[src/sv/svs_pkg.sv]
`default_nettype none
package svs_pkg;

  localparam int GRID_SIZE_DEF = 64;

  localparam logic [1:0] OP_WRITE  = 2'd0;
  localparam logic [1:0] OP_SAMPLE = 2'd1;
  localparam logic [1:0] OP_MOVE   = 2'd2;
  localparam logic [1:0] OP_TRACE  = 2'd3;

  localparam logic [1:0] KIND_SOLID = 2'd2;

  typedef struct packed {
    logic [1:0]         opcode;
    logic signed [31:0] pos_x;
    logic signed [31:0] pos_y;
    logic [5:0]         cell_col;
    logic [5:0]         cell_row;
    logic signed [31:0] face_u;
    logic signed [31:0] face_v;
    logic [1:0]         cell_kind;
  } svs_in_t;

  typedef struct packed {
    logic signed [31:0] vel_x;
    logic signed [31:0] vel_y;
    logic signed [31:0] new_x;
    logic signed [31:0] new_y;
  } svs_out_t;

  typedef struct packed {
    logic        start;
    logic [65:0] num;
    logic [32:0] den;
  } svs_div_req_t;

endpackage
`default_nettype wire

[src/sv/svs_div.sv]
`default_nettype none
module svs_div (
  input  wire logic                  clk,
  input  wire logic                  rst_n,
  input  wire svs_pkg::svs_div_req_t req,
  output logic                       done,
  output logic [31:0]                quo
);
  import svs_pkg::*;

  logic        active_r;
  logic        done_r;
  logic [5:0]  cnt_r;
  logic [33:0] rem_r;
  logic [31:0] num_r;
  logic [31:0] q_r;
  logic [32:0] den_r;

  logic [33:0] rem2;
  logic        ge;

  assign rem2 = {rem_r[32:0], num_r[31]};
  assign ge   = rem2 >= {1'b0, den_r};

  always_ff @(posedge clk) begin
    if (!rst_n) begin
      active_r <= 1'b0;
      done_r   <= 1'b0;
      cnt_r    <= '0;
    end else begin
      done_r <= 1'b0;
      if (req.start) begin
        active_r <= 1'b1;
        cnt_r    <= 6'd32;
      end else if (active_r) begin
        cnt_r <= cnt_r - 6'd1;
        if (cnt_r == 6'd1) begin
          active_r <= 1'b0;
          done_r   <= 1'b1;
        end
      end
    end
  end

  // quotient fits 32 bits, so the high numerator part starts below den
  always_ff @(posedge clk) begin
    if (req.start) begin
      rem_r <= req.num[65:32];
      num_r <= req.num[31:0];
      den_r <= req.den;
      q_r   <= '0;
    end else if (active_r) begin
      rem_r <= ge ? (rem2 - {1'b0, den_r}) : rem2;
      num_r <= {num_r[30:0], 1'b0};
      q_r   <= {q_r[30:0], ge};
    end
  end

  assign done = done_r;
  assign quo  = q_r;
endmodule
`default_nettype wire

[config.mk]
export PLATFORM = sky130hd
export DESIGN_NAME = svs_div
export DESIGN_NICKNAME = d
export VERILOG_FILES = /design/src/sv/svs_pkg.sv /design/src/sv/svs_div.sv
export SDC_FILE = /design/constraint.sdc
export NUM_CORES = 1
export LEC_CHECK = 0
export ABC_AREA = 1
export BUFFER_PORTS_ARGS = -buffer_cell sky130_fd_sc_hd__buf_2
export CAP_MARGIN = 0
export CORE_MARGIN = 4
export CORE_UTILIZATION = 40
export DETAILED_ROUTE_END_ITERATION = 12
export PLACE_DENSITY = 0.67
export SLEW_MARGIN = 15
export SYNTH_ARGS = -nofsm -noshare
export SYNTH_HDL_FRONTEND = slang
export SYNTH_SLANG_ARGS = --single-unit
[constraint.sdc]
create_clock -name clk -period 6.7 [get_ports clk]
set_input_delay 0.67 -clock clk [delete_from_list [all_inputs] [get_ports clk]]
set_output_delay 0.67 -clock clk [all_outputs]
set_load 0.03 [all_outputs]
== Word-level counts from Yosys, hierarchy flattened ==
Cells that the tools add are included.
W data, S select, Z words.

* Multiplexer cells: 11
* Bitwise gates (word level): 2
* Eq/ne operators: 1
* Add/subtract/negate cells: 2
* $lt $le $gt $ge: 1
* Reduce and logical (&&, ||, !) cells: 3

{| class="wikitable"
|+ Operator list
! operator !! count
|-
| $mux W33 || 3
|-
| $mux W32 || 2
|-
| $ge A34 B33 Y1 || 1
|-
| $sub A33 B33 Y33 || 1
|-
| $mux W6 || 2
|-
| $eq A6 B1 Y1 const B || 1
|-
| $sub A6 B1 Y6 const B || 1
|-
| $mux W1 || 4
|-
| $reduce_or A3 Y1 || 1
|-
| $not A1 Y1 || 2
|-
| $reduce_bool A2 Y1 || 1
|-
| $reduce_or A2 Y1 || 1
|}

* Logic and storage cells: 28
* Bits in registers: 138
* Input bits: 102
* Output and inout port bits: 33

== Depth between registers and ports, before layout ==
* Word-level depth: 4
* Mapped depth: 17
* Mapped depth without buffers: 17

== Least setup slack after synthesis ==
OpenSTA, ideal clock, no wires.

* Path kind: input-to-reg
* From: input port req[99] (netlist bit)
* To: register num_r[0] (enable)
* Path slack: 3232 ps
* Buffers on the path: 2
* Arrival time: 3014 ps
* Setup time: 455 ps
* Data required time: 6245 ps
* Stages: 4
* Cell sequence: clkbuf_1 > nor2_1 > inv_1 > clkbuf_1

* Cells in the longest elaborated chain, start to end: 1

{| class="wikitable"
|+ Ends and longest elaborated chain
! item !! line !! source
|-
| from (decl) || svs_div.sv:5 || <nowiki>input wire svs_pkg::svs_div_req_t req,</nowiki>
|-
| $reduce_bool A2 Y1 (no line) || n/a ||
|-
| to (signal assigned) || svs_div.sv:49 || <nowiki>num_r <= req.num[31:0];</nowiki>
|-
| to (signal assigned) || svs_div.sv:54 || <nowiki>num_r <= {num_r[30:0], 1'b0};</nowiki>
|-
| to (decl) || svs_div.sv:15 || <nowiki>logic [31:0] num_r;</nowiki>
|}

No other way between the ends.
A chain may end at the register's enable or synchronous reset.

== Final worst setup path ==
* From: register rem_r[23]
* To: register rem_r[27], data pin

* Cells in the longest elaborated chain, start to end: 4
* Elaborated cells on any way between the ends: 5
* Those cells by class: add/sub (1); order compare (1); mux (3)

{| class="wikitable"
|+ Ends and longest elaborated chain
! item !! line !! source
|-
| from (decl) || svs_div.sv:14 || <nowiki>logic [33:0] rem_r;</nowiki>
|-
| from (signal assigned) || svs_div.sv:48 || <nowiki>rem_r <= req.num[65:32];</nowiki>
|-
| from (signal assigned) || svs_div.sv:53 || <nowiki>rem_r <= ge ? (rem2 - {1'b0, den_r}) : rem2;</nowiki>
|-
| $sub A33 B33 Y33 or $ge A34 B33 Y1 (tied branches) || svs_div.sv:53, svs_div.sv:23 ||
|-
| $mux W33 * || svs_div.sv:53 ||
|-
| $mux W33 * || svs_div.sv:52 || <nowiki>end else if (active_r) begin</nowiki>
|-
| $mux W33 * || svs_div.sv:47 || <nowiki>if (req.start) begin</nowiki>
|}

Mark *: on every way between the ends. The rest lies on a longest branch, timed or not. The select of a mux whose other input is x is not followed.

==> impl_results.md <==
* Fmax at 315 MHz
* Die ar. at 23100 sq um
* Rows at 52
* WP data arrival at 3460 ps
* Cells after Synth at 1118
* Clock slew at reported path FFs at 70 ps
* Worst-margin pin slew at roughly 1000 ps
* Num CTS Buffers at 17
* Routability cong. at 0.932
* R2r endpoint: rem_r[27]
* DR DRC count at 0
* Peak supply drop at roughly 200 uV
* Final TNS setup at 0 ps
* RSZ-0062 raised after global routing: no
* # resized after CTS at 0
* Port bufs at between 100 and 150
* Post-detail-place hpwl at 14700 um
* Avg WL per Cell at approximately 13 um
* Power per standard cell area at 300 nW/um^2
* Total chip power at 2.92 mW
* P_leak at 5.03 nW
* Worst Path Required at approximately 7000 ps
* Syn Nets at approximately 1300
* FF-to-FF path depth at 14
* Routed WL at 20400 um
* Clk sink count at 138
* Synth area leader: edfxtp_1
* Pin count of the biggest net entering global routing at 68
* Ant diodes at 0
* Clock Latency Late Sink at 430 ps
* Via Count at 7099
* Layout area overhead at 17.3%
* Root Driver: clkbuf_16
* Worst Setup Start Kind: flip-flop
* Initial Util at 40.9%
* Gr usage total at 17.6%
* Die height at 152 um
* Number of global-route vias before repair at between 6000 and 7000
* Gr ovfl total at 0
* # hold bufs at CTS at 0
* Worst Hold Class: input pin to flip-flop
* Final setup fails at 0
* Initial antenna violation count at 4
* 1st-pass router iterations at 5
* Post-CTS Repair Setup Buffers at 0
* H-tree depth at 4
* Nets at 1380
* Fillers at 2076
* Avg Cell Area, Syn at around 7.4 sq um
* Die X at 152 um
* Synthesized flop and latch total at 138
* Synth warn at 0
* Via-to-Cell Ratio at 4.66
* Status: finished clean
* WS Path Type: flip-flop to flip-flop
* Critical path origin: rem_r[23]
* # IOs at 135
* Sequential fraction of the synthesis area at about 45%
* Slew HR at 33.0%
* Hold Vio Cnt, Final at 0
* Critical Path Sink: rem_r[27]
* First DRT Iteration DRCs at roughly 400
* Tmin final at between 3000 and 4000 ps
* Max clock buf depth at 2
* R2R setup slack at 3530 ps
* Critical Path Fanout Max at 34
* Worst r2r src: rem_r[23]
* Clock skew at 13.1 ps
* Share of the synthesized area in the top cell type at 35.5%
* First-pass GRT wire length at 33300 um
* CP endpoint kind: flip-flop
* Final ANT Viol Nets at 0
* Synth top area cells: edfxtp_1 35%, nand2_1 20%, dfxtp_1 9.7%
* Mapped Area at between 8000 and 9000 sq um
* CTS tree: done
* Core area at 20300 sq um
* Max_cap viols at 0
* Distinct cell type count after synthesis at 33
* Final period util at 47.3%
* Ratio of cells with drive above 1 in the final layout at 14.8%
* Final Max Tran Viols at 0
-- worst max-delay path, stage by stage (launching register included) --
cell,delay [ps]
edfxtp_1,390
ha_1,400
nand2_1,150
inv_1,50
nand2_1,60
nand2_1,70
inv_1,60
nand2_1,70
nand2_1,80
nand3_2,80
nor2_4,710
nand2_4,470
nand2_1,190
nand3_1,140
nand2_1,110
-- synthesized netlist by cell type --
cell and n:
nor2_4 1, o21bai_1 2, nor3b_1 1, a21oi_1 21, nand3b_1 39, buf_6 3, nor2_2 4, nand3_1 61
xor2_1 3, and2_1 6, buf_2 8, a21o_1 1, nand2_4 1, inv_2 2, ha_1 35, nand2_2 4
nand2_1 451, o22ai_1 30, nor2_1 48, or2_2 2, edfxtp_1 98, fa_1 1, buf_1 1, xnor2_1 13
nand4_1 3, inv_1 204, nor3_2 1, dfxtp_1 40, nor3_1 7, a211oi_1 1, clkbuf_1 19, nand3_2 2
o21ai_0 5
-- routing by layer --
layer  wire length (um)  vias to the layer above  part of all wire [%]  GRT usage, %
met5                 37                        -                  0.18             0
met4                325                        8                   1.6          5.35
met3               1180                       30                   5.8          4.98
met2               9020                      169                    44          28.2
met1               9810                     3145                    48          23.2
li1                   -                     3747                     -             -
-- sequential cells by signal (all words and copies together) (netlist names) --
signal	flops
active_r	1
den_r	33
cnt_r	6
done	1
rem_r	33
quo	32
num_r	32
-- through the flow --
stage	cells	util, %	hold slack [ps]	worst slack, ps	instance area, sq um
after detailed placement	1493	45.2	460	3540	9180
final	1525	48.0	415	3530	9730
after global placement	1493	45.2	440	3560	9180
after floorplan	1118	-	487	3230	8300
after global routing	1525	48.0	398	3280	9730
after CTS	1525	48.0	399	3530	9730
-- cell usage in the layout, fill, tap and decap left out, drive strengths merged, types with 13 or more instances in the layout --
cell	instances
dfxtp	40
clkbuf	18
a21oi	21
nand3b	39
inv	216
buf	136
xnor2	13
nand3	63
nor2	53
ha	35
o22ai	30
edfxtp	98
nand2	456
-- power by group --
part           internal [mW]  switching, mW
sequential              1.03         0.0375
clock                  0.492          0.428
combinational          0.339          0.601
-- kinds of logic (layout without fill, tap and decap cells) --
logic type	count (synthesis)	after routing	synth area share, %
AOI/OAI and AO/OA	60	60	4.19
DFF	138	138	45.1
xor gates and xnor gates	16	16	1.69
adders and majority gates	36	36	5.52
buffers and inverters	237	374	11.1
and+or+nand+nor	631	631	32.4
-- area by class of cell --
type | instances | area [sq um] | share of cell area, %
sequential | 138 | 3740 | 38.5
inverter | 206 | 774 | 7.96
clock inverter | 14 | 128 | 1.31
tap | 270 | 338 | 3.47
clock buffer | 18 | 429 | 4.41
timing repair buffer | 136 | 691 | 7.10
multi-input combinational | 743 | 3630 | 37.3
-- worst min path at each step --
stage / startpoint / end / depth (start not counted)
after floorplan: num_r[9] / num_r[10] / 2
after global placement: quo[31] / quo[31] / 2
after detailed placement: quo[31] / quo[31] / 2
after CTS: req[6] / den_r[6] / 1
after global routing: req[8] / den_r[8] / 1
final: req[4] / den_r[4] / 1
(Power assumes the default switching activity.)
